**src/rtl/core/ecal_pkg.sv**
```systemverilog
// Shared types, constants and the month-length table for the calendar converter.
package ecal_pkg;

  localparam int unsigned TW = 32;  // working seconds value
  localparam int unsigned LW = 25;  // longest span: one leap year in seconds

  localparam logic [LW-1:0] LEN_LEAP  = 25'd31622400;
  localparam logic [LW-1:0] LEN_YEAR  = 25'd31536000;
  localparam logic [LW-1:0] LEN_D31   = 25'd2678400;
  localparam logic [LW-1:0] LEN_D30   = 25'd2592000;
  localparam logic [LW-1:0] LEN_D29   = 25'd2505600;
  localparam logic [LW-1:0] LEN_D28   = 25'd2419200;
  localparam logic [LW-1:0] LEN_DAY   = 25'd86400;
  localparam logic [LW-1:0] LEN_HOUR  = 25'd3600;
  localparam logic [LW-1:0] LEN_MIN   = 25'd60;

  localparam logic [10:0] EPOCH_YEAR  = 11'd1970;
  localparam logic [1:0]  EPOCH_MOD4  = 2'd2;
  localparam logic [6:0]  EPOCH_MOD100 = 7'd70;
  localparam logic [8:0]  EPOCH_MOD400 = 9'd370;

  localparam logic [15:0] ZONE_RESET  = 16'd28800;
  localparam logic        REG_ZONE    = 1'b0;

  localparam logic [3:0] MON_FEB = 4'd2;
  localparam logic [3:0] MON_APR = 4'd4;
  localparam logic [3:0] MON_JUN = 4'd6;
  localparam logic [3:0] MON_SEP = 4'd9;
  localparam logic [3:0] MON_NOV = 4'd11;
  localparam logic [3:0] MON_DEC = 4'd12;

  typedef struct packed {
    logic          ge;
    logic [TW-1:0] diff;
  } sub_res_t;

  function automatic logic [LW-1:0] month_len(input logic [3:0] mon, input logic leap);
    logic [LW-1:0] len;
    case (mon)
      MON_FEB: len = leap ? LEN_D29 : LEN_D28;
      MON_APR, MON_JUN, MON_SEP, MON_NOV: len = LEN_D30;
      default: len = LEN_D31;
    endcase
    return len;
  endfunction

endpackage

```
**src/rtl/core/epoch_seconds_to_calendar.sv**
```systemverilog
// Top level: epoch seconds to local calendar date and time.
//
//  channel   | handshake            | payload
//  ----------+----------------------+------------------------------------------
//  input     | start / busy         | epoch_seconds_i
//  result    | done_o (one cycle)   | year_o month_o day_of_month_o hour_o
//            |                      | minute_o second_o
//  config    | APB psel/penable     | zone offset at byte address 0
//
// busy stays high while a beat is converted: the sequencer removes whole years, months,
// days, hours and minutes one at a time through the shared subtractor, phase by phase,
// then passes a done state. busy stays high until done_o has shown the result; the next
// beat is accepted at the earliest at the end of the following idle cycle.
// Reset is asynchronous and active low; the zone offset returns to 8 hours.
// The receiver cannot stall; the result is valid only while done_o is high.
module epoch_seconds_to_calendar
  import ecal_pkg::*;
(
  input  logic        clk_i,
  input  logic        rst_ni,
  input  logic        start,
  output logic        busy,
  input  logic [30:0] epoch_seconds_i,
  output logic        done_o,
  output logic [10:0] year_o,
  output logic [3:0]  month_o,
  output logic [4:0]  day_of_month_o,
  output logic [4:0]  hour_o,
  output logic [5:0]  minute_o,
  output logic [5:0]  second_o,
  input  logic        psel,
  input  logic        penable,
  input  logic        pwrite,
  input  logic [2:0]  paddr,
  input  logic [31:0] pwdata,
  output logic [31:0] prdata,
  output logic        pready
);

  logic [15:0]   zone;
  logic [TW-1:0] t;
  logic [LW-1:0] len;
  sub_res_t      res;

  ecal_cfg_regs u_cfg (
    .clk_i   (clk_i),
    .rst_ni  (rst_ni),
    .psel    (psel),
    .penable (penable),
    .pwrite  (pwrite),
    .paddr   (paddr),
    .pwdata  (pwdata),
    .prdata  (prdata),
    .pready  (pready),
    .zone_o  (zone)
  );

  ecal_sub_unit u_sub (
    .t_i   (t),
    .len_i (len),
    .res_o (res)
  );

  ecal_seq u_seq (
    .clk_i           (clk_i),
    .rst_ni          (rst_ni),
    .start           (start),
    .epoch_seconds_i (epoch_seconds_i),
    .zone_i          (zone),
    .busy            (busy),
    .done_o          (done_o),
    .t_o             (t),
    .len_o           (len),
    .res_i           (res),
    .year_o          (year_o),
    .month_o         (month_o),
    .day_of_month_o  (day_of_month_o),
    .hour_o          (hour_o),
    .minute_o        (minute_o),
    .second_o        (second_o)
  );

endmodule

```
**src/rtl/core/ecal_sub_unit.sv**
```systemverilog
// Shared compare-and-subtract unit used for every peeling step.
module ecal_sub_unit
  import ecal_pkg::*;
(
  input  logic [TW-1:0] t_i,
  input  logic [LW-1:0] len_i,
  output sub_res_t      res_o
);

  logic [TW:0] wide;

  assign wide       = {1'b0, t_i} - {{(TW-LW+1){1'b0}}, len_i};
  assign res_o.ge   = ~wide[TW];
  assign res_o.diff = wide[TW-1:0];

endmodule

```
**src/rtl/core/ecal_cfg_regs.sv**
```systemverilog
// APB register file holding the zone offset.
module ecal_cfg_regs
  import ecal_pkg::*;
(
  input  logic        clk_i,
  input  logic        rst_ni,
  input  logic        psel,
  input  logic        penable,
  input  logic        pwrite,
  input  logic [2:0]  paddr,
  input  logic [31:0] pwdata,
  output logic [31:0] prdata,
  output logic        pready,
  output logic [15:0] zone_o
);

  logic [15:0] zone_q, zone_d;
  logic        hit;

  assign hit    = (paddr[2] == REG_ZONE);
  assign pready = 1'b1;
  assign prdata = hit ? {16'd0, zone_q} : 32'd0;
  assign zone_o = zone_q;

  always_comb begin
    zone_d = zone_q;
    if (psel && penable && pwrite && hit) begin
      zone_d = pwdata[15:0];
    end
  end

  always_ff @(posedge clk_i or negedge rst_ni) begin
    if (!rst_ni) begin
      zone_q <= ZONE_RESET;
    end else begin
      zone_q <= zone_d;
    end
  end

endmodule

```
**src/rtl/core/ecal_seq.sv**
```systemverilog
// Sequencer that peels years, months, days, hours and minutes through the shared unit.
module ecal_seq
  import ecal_pkg::*;
(
  input  logic          clk_i,
  input  logic          rst_ni,
  input  logic          start,
  input  logic [30:0]   epoch_seconds_i,
  input  logic [15:0]   zone_i,
  output logic          busy,
  output logic          done_o,
  output logic [TW-1:0] t_o,
  output logic [LW-1:0] len_o,
  input  sub_res_t      res_i,
  output logic [10:0]   year_o,
  output logic [3:0]    month_o,
  output logic [4:0]    day_of_month_o,
  output logic [4:0]    hour_o,
  output logic [5:0]    minute_o,
  output logic [5:0]    second_o
);

  localparam logic [2:0] S_IDLE  = 3'd0;
  localparam logic [2:0] S_YEAR  = 3'd1;
  localparam logic [2:0] S_MONTH = 3'd2;
  localparam logic [2:0] S_DAY   = 3'd3;
  localparam logic [2:0] S_HOUR  = 3'd4;
  localparam logic [2:0] S_MIN   = 3'd5;
  localparam logic [2:0] S_DONE  = 3'd6;

  logic [2:0]    state_q, state_d;
  logic [TW-1:0] t_q, t_d;
  logic [10:0]   year_q, year_d;
  logic [3:0]    mon_q, mon_d;
  logic [4:0]    day_q, day_d;
  logic [4:0]    hour_q, hour_d;
  logic [5:0]    min_q, min_d;
  logic [1:0]    m4_q, m4_d;
  logic [6:0]    m100_q, m100_d;
  logic [8:0]    m400_q, m400_d;
  logic          leap;

  assign leap = ((m4_q == 2'd0) && (m100_q != 7'd0)) || (m400_q == 9'd0);

  always_comb begin
    case (state_q)
      S_YEAR:  len_o = leap ? LEN_LEAP : LEN_YEAR;
      S_MONTH: len_o = month_len(mon_q, leap);
      S_DAY:   len_o = LEN_DAY;
      S_HOUR:  len_o = LEN_HOUR;
      default: len_o = LEN_MIN;
    endcase
  end

  assign t_o = t_q;

  always_comb begin
    state_d = state_q;
    t_d     = t_q;
    year_d  = year_q;
    mon_d   = mon_q;
    day_d   = day_q;
    hour_d  = hour_q;
    min_d   = min_q;
    m4_d    = m4_q;
    m100_d  = m100_q;
    m400_d  = m400_q;
    case (state_q)
      S_IDLE: begin
        if (start) begin
          t_d     = {1'b0, epoch_seconds_i} + {16'd0, zone_i};
          year_d  = EPOCH_YEAR;
          mon_d   = 4'd1;
          day_d   = 5'd0;
          hour_d  = 5'd0;
          min_d   = 6'd0;
          m4_d    = EPOCH_MOD4;
          m100_d  = EPOCH_MOD100;
          m400_d  = EPOCH_MOD400;
          state_d = S_YEAR;
        end
      end
      S_YEAR: begin
        if (res_i.ge) begin
          t_d    = res_i.diff;
          year_d = year_q + 11'd1;
          m4_d   = m4_q + 2'd1;
          m100_d = (m100_q == 7'd99) ? 7'd0 : m100_q + 7'd1;
          m400_d = (m400_q == 9'd399) ? 9'd0 : m400_q + 9'd1;
        end else begin
          state_d = S_MONTH;
        end
      end
      S_MONTH: begin
        if (mon_q == MON_DEC || !res_i.ge) begin
          state_d = S_DAY;
        end else begin
          t_d   = res_i.diff;
          mon_d = mon_q + 4'd1;
        end
      end
      S_DAY: begin
        if (res_i.ge) begin
          t_d   = res_i.diff;
          day_d = day_q + 5'd1;
        end else begin
          state_d = S_HOUR;
        end
      end
      S_HOUR: begin
        if (res_i.ge) begin
          t_d    = res_i.diff;
          hour_d = hour_q + 5'd1;
        end else begin
          state_d = S_MIN;
        end
      end
      S_MIN: begin
        if (res_i.ge) begin
          t_d   = res_i.diff;
          min_d = min_q + 6'd1;
        end else begin
          state_d = S_DONE;
        end
      end
      S_DONE: state_d = S_IDLE;
      default: state_d = S_IDLE;
    endcase
  end

  always_ff @(posedge clk_i or negedge rst_ni) begin
    if (!rst_ni) begin
      state_q <= S_IDLE;
    end else begin
      state_q <= state_d;
    end
  end

  always_ff @(posedge clk_i) begin
    t_q    <= t_d;
    year_q <= year_d;
    mon_q  <= mon_d;
    day_q  <= day_d;
    hour_q <= hour_d;
    min_q  <= min_d;
    m4_q   <= m4_d;
    m100_q <= m100_d;
    m400_q <= m400_d;
  end

  assign busy           = (state_q != S_IDLE);
  assign done_o         = (state_q == S_DONE);
  assign year_o         = year_q;
  assign month_o        = mon_q;
  assign day_of_month_o = day_q + 5'd1;
  assign hour_o         = hour_q;
  assign minute_o       = min_q;
  assign second_o       = t_q[5:0];

endmodule

```
**config.mk**
```make
export PLATFORM = sky130hd
export DESIGN_NAME = epoch_seconds_to_calendar
export DESIGN_NICKNAME = d
export VERILOG_FILES = /design/src/rtl/core/ecal_pkg.sv /design/src/rtl/core/epoch_seconds_to_calendar.sv /design/src/rtl/core/ecal_sub_unit.sv /design/src/rtl/core/ecal_cfg_regs.sv /design/src/rtl/core/ecal_seq.sv
export SDC_FILE = /design/constraint.sdc
export NUM_CORES = 1
export LEC_CHECK = 0
export ABC_AREA = 1
export BUFFER_PORTS_ARGS = -buffer_cell sky130_fd_sc_hd__buf_2
export CORE_ASPECT_RATIO = 2
export CORE_UTILIZATION = 40
export CTS_BUF_LIST = sky130_fd_sc_hd__clkbuf_16
export DETAILED_ROUTE_END_ITERATION = 10
export HOLD_SLACK_MARGIN = 0.08
export PLACE_DENSITY = 0.68
export SKIP_LAST_GASP = 1
export SYNTH_ARGS = -nofsm -noshare
export SYNTH_HDL_FRONTEND = slang
export SYNTH_HIERARCHICAL = 1
export SYNTH_SLANG_ARGS = --single-unit
```
**constraint.sdc**
```tcl
create_clock -name clk_i -period 4.7 [get_ports clk_i]
set_input_delay 0.94 -clock clk_i [delete_from_list [all_inputs] [get_ports clk_i]]
set_output_delay 0.94 -clock clk_i [all_outputs]
set_load 0.05 [all_outputs]
```
==> results.rst, run 1 <==
.. list-table::
   :header-rows: 1

   * - Metric
     - Value
   * - Outcome
     - finished clean
   * - Async set-reset flop share out of synthesis
     - 19.0%
   * - Most area-consuming cells after synthesis
     - edfxtp_1 (26%), nand2_1 (20%), inv_1 (11%)
   * - GR Overflow Total
     - 0
   * - Placer Congestion
     - 0.956
   * - Proportion of netlist area held by the largest area contributor
     - about a quarter
   * - Number of enable-type register cells in the synthesized netlist
     - 81
   * - Starting Density
     - 40.9%
   * - Cts-stage hold buffer count
     - 0
   * - Number of routed nets with antenna violations
     - 0
   * - Number of standard cells in the layout, taps in and fillers out
     - 1817
   * - CTS tree
     - built
   * - Antenna violations before repair
     - 0
   * - Die Outline Area
     - 23900 um^2
   * - Capture instance of the worst register-to-register path
     - u_seq/t_o[23]
   * - Power density relative to cell area
     - just under 800 nW/um^2
   * - Final hold violation count
     - 0
   * - Cell with the largest stage delay on the worst path
     - dfrtp_1
   * - Primary flip-flop cell chosen by synthesis mapping
     - edfxtp_1
   * - Leading cell type by number of instances after synthesis
     - nand2_1
   * - Count of buffers inserted at the top-level ports
     - around 110
   * - Clock root cell
     - clkbuf_16
   * - Area of the mapped netlist
     - 9300 um^2
   * - Cells after synthesis
     - 1431
   * - Post-detail-place hpwl
     - 21000 um
   * - Die width
     - between 100 and 150 um
   * - Antenna diode count
     - 0
   * - Total number of placement rows
     - 78
   * - DRC marker count from the first detailed-route iteration
     - 351
   * - CP Max Fanout
     - 32
   * - Storage element area
     - 2910 um^2
   * - Count of cell instances traversed by the critical path
     - 19
   * - Final critical-path setup slack
     - 0.755 ns
   * - Num CTS Buffers
     - 9
   * - Core region area
     - 22700 um^2
   * - FILL cells
     - 2440
   * - Kind of cell adding the most delay to the critical path
     - simple AND/OR/NAND/NOR gates
   * - Vertical extent of the die
     - 218 um
   * - Nets@finish
     - 1662
   * - Worst reg2reg path depth
     - 19
   * - Setup Crit Path Kind
     - register to register
   * - Count of yosys warnings during synthesis
     - 6
   * - Routed WL
     - approximately 25000 um
   * - Worst supply voltage drop on vdd
     - 0.410 mV
   * - Worst hold path type
     - register to register
   * - Critical path arrival
     - 4.01 ns
   * - RSZ-0062 raised after global routing
     - no
   * - Placed Area
     - 10000 um^2
   * - Number of global-route vias before repair
     - 8774
   * - Clk_lat worst skew
     - around 0.38 ns
   * - Origin of the critical flop-to-flop path
     - u_seq/state_q[1]
   * - Last element of the critical path
     - u_seq/t_o[23]
   * - Number of clock sinks
     - 100
   * - Maximum number of pins on one net before global-route repair
     - 47
   * - Number of pins exceeding their max-slew limit in the final report
     - 0
   * - Delay of the slowest critical-path stage
     - between 0.5 and 0.6 ns
   * - Total power after layout
     - a little over 8 mW
   * - Buffering stage count on the worst path with inverters included
     - 4
   * - Number of setup buffers added after CTS
     - 0
   * - Max-Cap Viols
     - 0
   * - Tightest Pin Transition
     - 0.583 ns
   * - Top cell types by occurrence after synthesis
     - nand2_1 (502), inv_1 (263), nor2_1 (121)
   * - # resized after CTS
     - 0
   * - Crit-path cells
     - inv_2 -> nand3_1 -> nand2_1 -> a21oi_1 -> inv_1 -> ha_1 -> nand3_1 -> nand3_1 -> nand2_1 -> nand2_1 -> nand2_1 -> nand3_1 -> nand2_1 -> nand2_1 -> inv_1 -> nand3_1 -> nand3_1 -> a21oi_4 -> buf_12
   * - Post-CTS clock slew at the launch and capture registers of the worst setup and hold paths
     - 0.08 ns
   * - Critical path required time
     - 4.77 ns
   * - Lkg Pwr
     - roughly 5.6 nW
   * - Max Fclk
     - 0.254 GHz
   * - DR DRC count
     - 0
   * - Post-Layout Inst Area
     - 10300 um^2
   * - Part of the Yosys area used for sequential elements
     - 31.3%
   * - Global-route wire length before repair
     - 40600 um
   * - H-tree Lvls
     - 3
   * - Via count
     - between 8000 and 9000
   * - Startpoint of the most critical setup path
     - u_seq/state_q[1]
   * - Final period demand of the worst path
     - 3.94 ns
   * - Cell count after placement
     - 1801
   * - Setup-failing EPs final
     - 0
   * - Leading area contributor after synthesis
     - edfxtp_1
   * - Area grow syn2layout
     - 11.1%
   * - Area of the multi-input gates
     - between 5000 and 6000 um^2
   * - Synth unique cells
     - 44
   * - I/O pin count
     - 144
   * - Kind of end point of the critical path
     - register
   * - Via density
     - 4.90
   * - Part of the cycle the worst path needs
     - 83.9%
   * - Post-synthesis register bit count
     - 100
   * - All-layer global routing usage
     - 22.5%
   * - Rel. slew slack
     - 60.7%
   * - Layout Skew
     - approximately 0.013 ns
   * - Synthesized area per cell
     - 6.50 um^2
   * - Clk buf depth
     - 2
   * - Kind of start point of the critical path
     - register
   * - DR WL/cell
     - 14.0 um
   * - Worst-case hold slack
     - approximately 0.48 ns
   * - Reg2reg setup slack
     - 0.76 ns
   * - Total negative slack
     - 0 ns
   * - Detailed-router iteration count before antenna repair
     - 5
   * - Fraction of layout instances using a drive strength above 1
     - between 10% and 20%
   * - Final Util
     - roughly 45%
   * - Dpl ws
     - ~0.75 ns
report_power, final:
part | switching, mW | internal (mW) | leakage (nW) | total [mW]
logic | 3.85 | 1.67 | 4.48 | 5.52
clock network | 0.394 | 0.376 | 0.143 | 0.770
registers | 0.240 | 1.55 | 0.999 | 1.79
cells in the final DEF, fill, tap and decap left out, types with 20 or more instances in the layout:
| master | n |
|---|---|
| nand2_1 | 502 |
| inv_1 | 263 |
| nor2_1 | 121 |
| buf_2 | 108 |
| nand3_1 | 108 |
| edfxtp_1 | 81 |
| ha_1 | 56 |
| a21oi_1 | 42 |
| o21ai_0 | 38 |
| conb_1 | 21 |
| nor3_1 | 20 |
layout make-up:
cell class,count,share of cell area (%)
clock inverter,7,0.727
clock buffer,9,2.18
inverter,273,9.92
sequential,100,28.2
multi-input combinational,1032,49.7
timing repair buffer,116,5.93
tap,280,3.39
worst register-to-register path, delay by kind of cell (launching register included):
kind	cells	cell delay [ns]
and+or+nand+nor	12	1.64
buffers and inverters	4	0.58
DFF	1	0.54
AOI/OAI and AO/OA	2	0.46
adders and majority gates	1	0.39
state kept, by name, indices dropped and copies added (netlist names):
name / count
u_seq/minute_o: 6
u_seq/hour_o: 5
u_seq/year_o: 11
u_seq/m100_q: 7
u_seq/state_q: 3
u_seq/m400_q: 9
u_seq/t_o: 32
u_seq/day_q: 5
u_cfg/zone_o: 16
u_seq/m4_q: 2
u_seq/month_o: 4
worst min-delay path by stage:
stage,from,endpoint,slack [ns],depth (start not counted)
after floorplan,u_cfg/zone_o[7],u_cfg/zone_o[7],0.45,2
after global placement,u_cfg/zone_o[13],u_cfg/zone_o[13],0.46,2
after detailed placement,u_cfg/zone_o[7],u_cfg/zone_o[7],0.47,2
after CTS,u_cfg/zone_o[7],u_cfg/zone_o[7],0.48,2
after global routing,u_cfg/zone_o[13],u_cfg/zone_o[13],0.50,2
final,u_cfg/zone_o[12],u_cfg/zone_o[12],0.48,2
kinds of logic after synthesis:
logic type	after synthesis	share of synthesized area, %
simple gates	822	37.5
buf+inv	317	14.4
flops	100	31.3
compound gates	98	5.55
fa+ha+maj	58	7.96
xor+xnor	33	3.11
other cells	3	0.121
per-layer routing:
metal | up-vias | track usage (%) | wire [um]
li1 | 4618 | - | -
met1 | 3979 | 19.5 | 8590
met2 | 219 | 44.0 | 14300
met3 | 93 | 3.23 | 755
met4 | 0 | 16.9 | 1830
met5 | - | 0 | 0
No activity file was read; power rests on OpenSTA's default activity.
==> inputs of run 2 (changes only) <==
==> constraint.sdc (replaced) <==
create_clock -name clk_i -period 3.4 [get_ports clk_i]
set_input_delay 0.68 -clock clk_i [delete_from_list [all_inputs] [get_ports clk_i]]
set_output_delay 0.68 -clock clk_i [all_outputs]
set_load 0.05 [all_outputs]
==> results.rst, run 2 (synthesis gave the netlist of run 1 again) <==
.. list-table::
   :header-rows: 1

   * - Metric
     - Value
   * - Total power after layout
     - 13.1 mW
   * - Routed WL
     - 27400 um
   * - Area grow syn2layout
     - 22.9%
   * - Lkg Pwr
     - between 6 and 7 nW
   * - DRC marker count from the first detailed-route iteration
     - 436
   * - H-tree Lvls
     - 3
   * - Count of buffers inserted at the top-level ports
     - 108
   * - Nets@finish
     - 1758
   * - Reg2reg setup slack
     - -0.01 ns
   * - Vertical extent of the die
     - 218 um
   * - Number of global-route vias before repair
     - 9509
   * - Most common cell after layout, fill and taps aside
     - nand2_1
   * - Global Route met3 Usage
     - 2.84%
   * - Kind of start point of the critical path
     - register
   * - Clock root cell
     - clkbuf_16
   * - Rel. slew slack
     - 63.8%
   * - Num CTS Buffers
     - 9
   * - Max-Cap Viols
     - 0
   * - Fraction of layout instances using a drive strength above 1
     - around a fifth
   * - Max Fclk
     - between 0.2 and 0.3 GHz
   * - DR WL/cell
     - between 10 and 15 um
   * - Detailed-router iteration count before antenna repair
     - 5
   * - Flip-flop count of the largest register after layout
     - 32
   * - Global-route wire length before repair
     - 43000 um
   * - Post-detail-place hpwl
     - 21900 um
   * - Final critical-path setup slack
     - -0.0147 ns
   * - Layout Skew
     - approximately 0.0076 ns
   * - Post-Layout Inst Area
     - 11400 um^2
   * - CTS tree
     - built
   * - Die width
     - 110 um
   * - Worst supply voltage drop on vdd
     - around 0.52 mV
   * - GR Overflow Total
     - 0
   * - Maximum number of pins on one net before global-route repair
     - 30
   * - Critical path arrival
     - 3.50 ns
   * - Cts-stage hold buffer count
     - 0
   * - Failing checks
     - negative setup slack
   * - Antenna diode count
     - 0
   * - Clk buf depth
     - 2
   * - Outcome
     - finished, violations left
   * - DR DRC count
     - 0
   * - Met1 Use GR
     - 19.3%
   * - Number of clock sinks
     - 100
   * - Capture instance of the worst register-to-register path
     - u_seq/t_o[15]
   * - Final hold violation count
     - 0
   * - Part of the cycle the worst path needs
     - 100%
   * - Placer Congestion
     - approximately 0.93
   * - Tightest Pin Transition
     - 0.539 ns
   * - Origin of the critical flop-to-flop path
     - u_seq/m100_q[0]
   * - Cell count after placement
     - 1877
   * - Core region area
     - 22700 um^2
   * - Antenna violations before repair
     - 0
   * - Number of pins exceeding their max-slew limit in the final report
     - 0
   * - Met2 capacity usage during global routing
     - 46.6%
   * - GRT Max-Usage Layer
     - met2
   * - Clk_lat worst skew
     - 0.37 ns
   * - Worst reg2reg path depth
     - 27
   * - I/O pin count
     - between 100 and 150
   * - Placed Area
     - 10700 um^2
   * - Die Outline Area
     - 23900 um^2
   * - All-layer global routing usage
     - about a quarter
   * - Critical path required time
     - 3.49 ns
   * - Worst hold path type
     - input pin to async pin
   * - Power density relative to cell area
     - 1140 nW/um^2
   * - Kind of end point of the critical path
     - register
   * - RSZ-0062 raised after global routing
     - yes
   * - Via count
     - 9417
   * - Number of routed nets with antenna violations
     - 0
   * - Setup Crit Path Kind
     - register to register
   * - Number of standard cells in the layout, taps in and fillers out
     - 1913
   * - Total number of placement rows
     - a little under 80
   * - Via density
     - 4.92
   * - Setup-failing EPs final
     - 24
   * - Final period demand of the worst path
     - between 3 and 4 ns
   * - Worst-case hold slack
     - 0.263 ns
   * - CP Max Fanout
     - 8
   * - Leading cell types in the layout, fill and taps excluded
     - nand2_1 (480), inv_1 (250), nor2_1 (116), buf_2 (108), nand3_1 (101)
   * - Post-CTS clock slew at the launch and capture registers of the worst setup and hold paths
     - 0.07 ns
   * - Starting Density
     - a little over 40%
==> run 2: cell count changes in the layout (fill, tap and decap cells not counted), sizes merged <==
cell	change
inv	-2
clkinvlp	+2
buf	+96
==> run 2: per-layer routing <==
metal  part of all wire [%]  up-vias
li1                       -     4819
met1                     32     4211
met2                     56      268
met3                    3.0      119
met4                    9.4        0
met5                      0        -
==> run 2: timing repair <==
item	CTS	global route
cloned	3	0
pin swaps	11	21
resized for setup	43	34
endpoints found under the setup margin	84	88
buffers inserted	21	2
==> run 2: worst max-delay path, cell delays in order (launching register included) <==
cell	delay (ns)
edfxtp_1	0.41
inv_2	0.10
ha_4	0.14
nand2_2	0.05
o21ai_2	0.18
nand2_2	0.11
inv_2	0.08
nand2_2	0.06
nand2_2	0.07
inv_2	0.05
buf_4	0.12
nand2_2	0.05
inv_2	0.05
ha_4	0.28
nand2_4	0.06
nor2_4	0.11
nand2_2	0.08
nor2_4	0.13
nand2_2	0.09
nand3_2	0.09
nand2_2	0.08
nand2_4	0.10
inv_2	0.04
nand3_2	0.05
nand3_2	0.08
a21oi_4	0.19
buf_12	0.15
buf_12	0.13
==> run 2: worst max path at each step <==
| stage | from | to | cells after the start |
|---|---|---|---|
| 2_1_floorplan | u_seq/month_o[1] | u_seq/t_o[0] | 22 |
| 3_3_place_gp | u_seq/m100_q[1] | u_seq/t_o[22] | 27 |
| 3_5_place_dp | u_seq/m100_q[1] | u_seq/t_o[22] | 26 |
| 4_1_cts | u_seq/m400_q[1] | u_seq/t_o[0] | 26 |
| 5_1_grt | u_seq/m100_q[0] | u_seq/t_o[15] | 27 |
| 6_report | u_seq/m100_q[0] | u_seq/t_o[15] | 27 |
==> run 2: power breakdown <==
part	switching, mW	internal (mW)
clock	0.477	0.486
combinational	6.06	3.60
sequential	0.314	2.14
==> run 2: layout make-up <==
cell class	instances	area, um^2
Clock buffer	9	225
Clock inverter	7	37.5
Sequential cell	100	2910
Timing Repair Buffer	212	1390
Tap cell	280	350
Inverter	273	1030
Multi-Input combinational cell	1032	5490
Fill cell	2276	11300
==> run 2: stage by stage <==
step | setup slack [ns] | utilization, % | setup TNS (ns)
floorplan | -0.261 | - | -10.87
global placement | -0.0964 | 47.2 | -5.41
detailed placement | -0.141 | 47.2 | -8.65
CTS | -0.00372 | 50.2 | -0.0293
global route | -0.197 | 50.3 | -9.82
finish | -0.0147 | 50.3 | -0.221
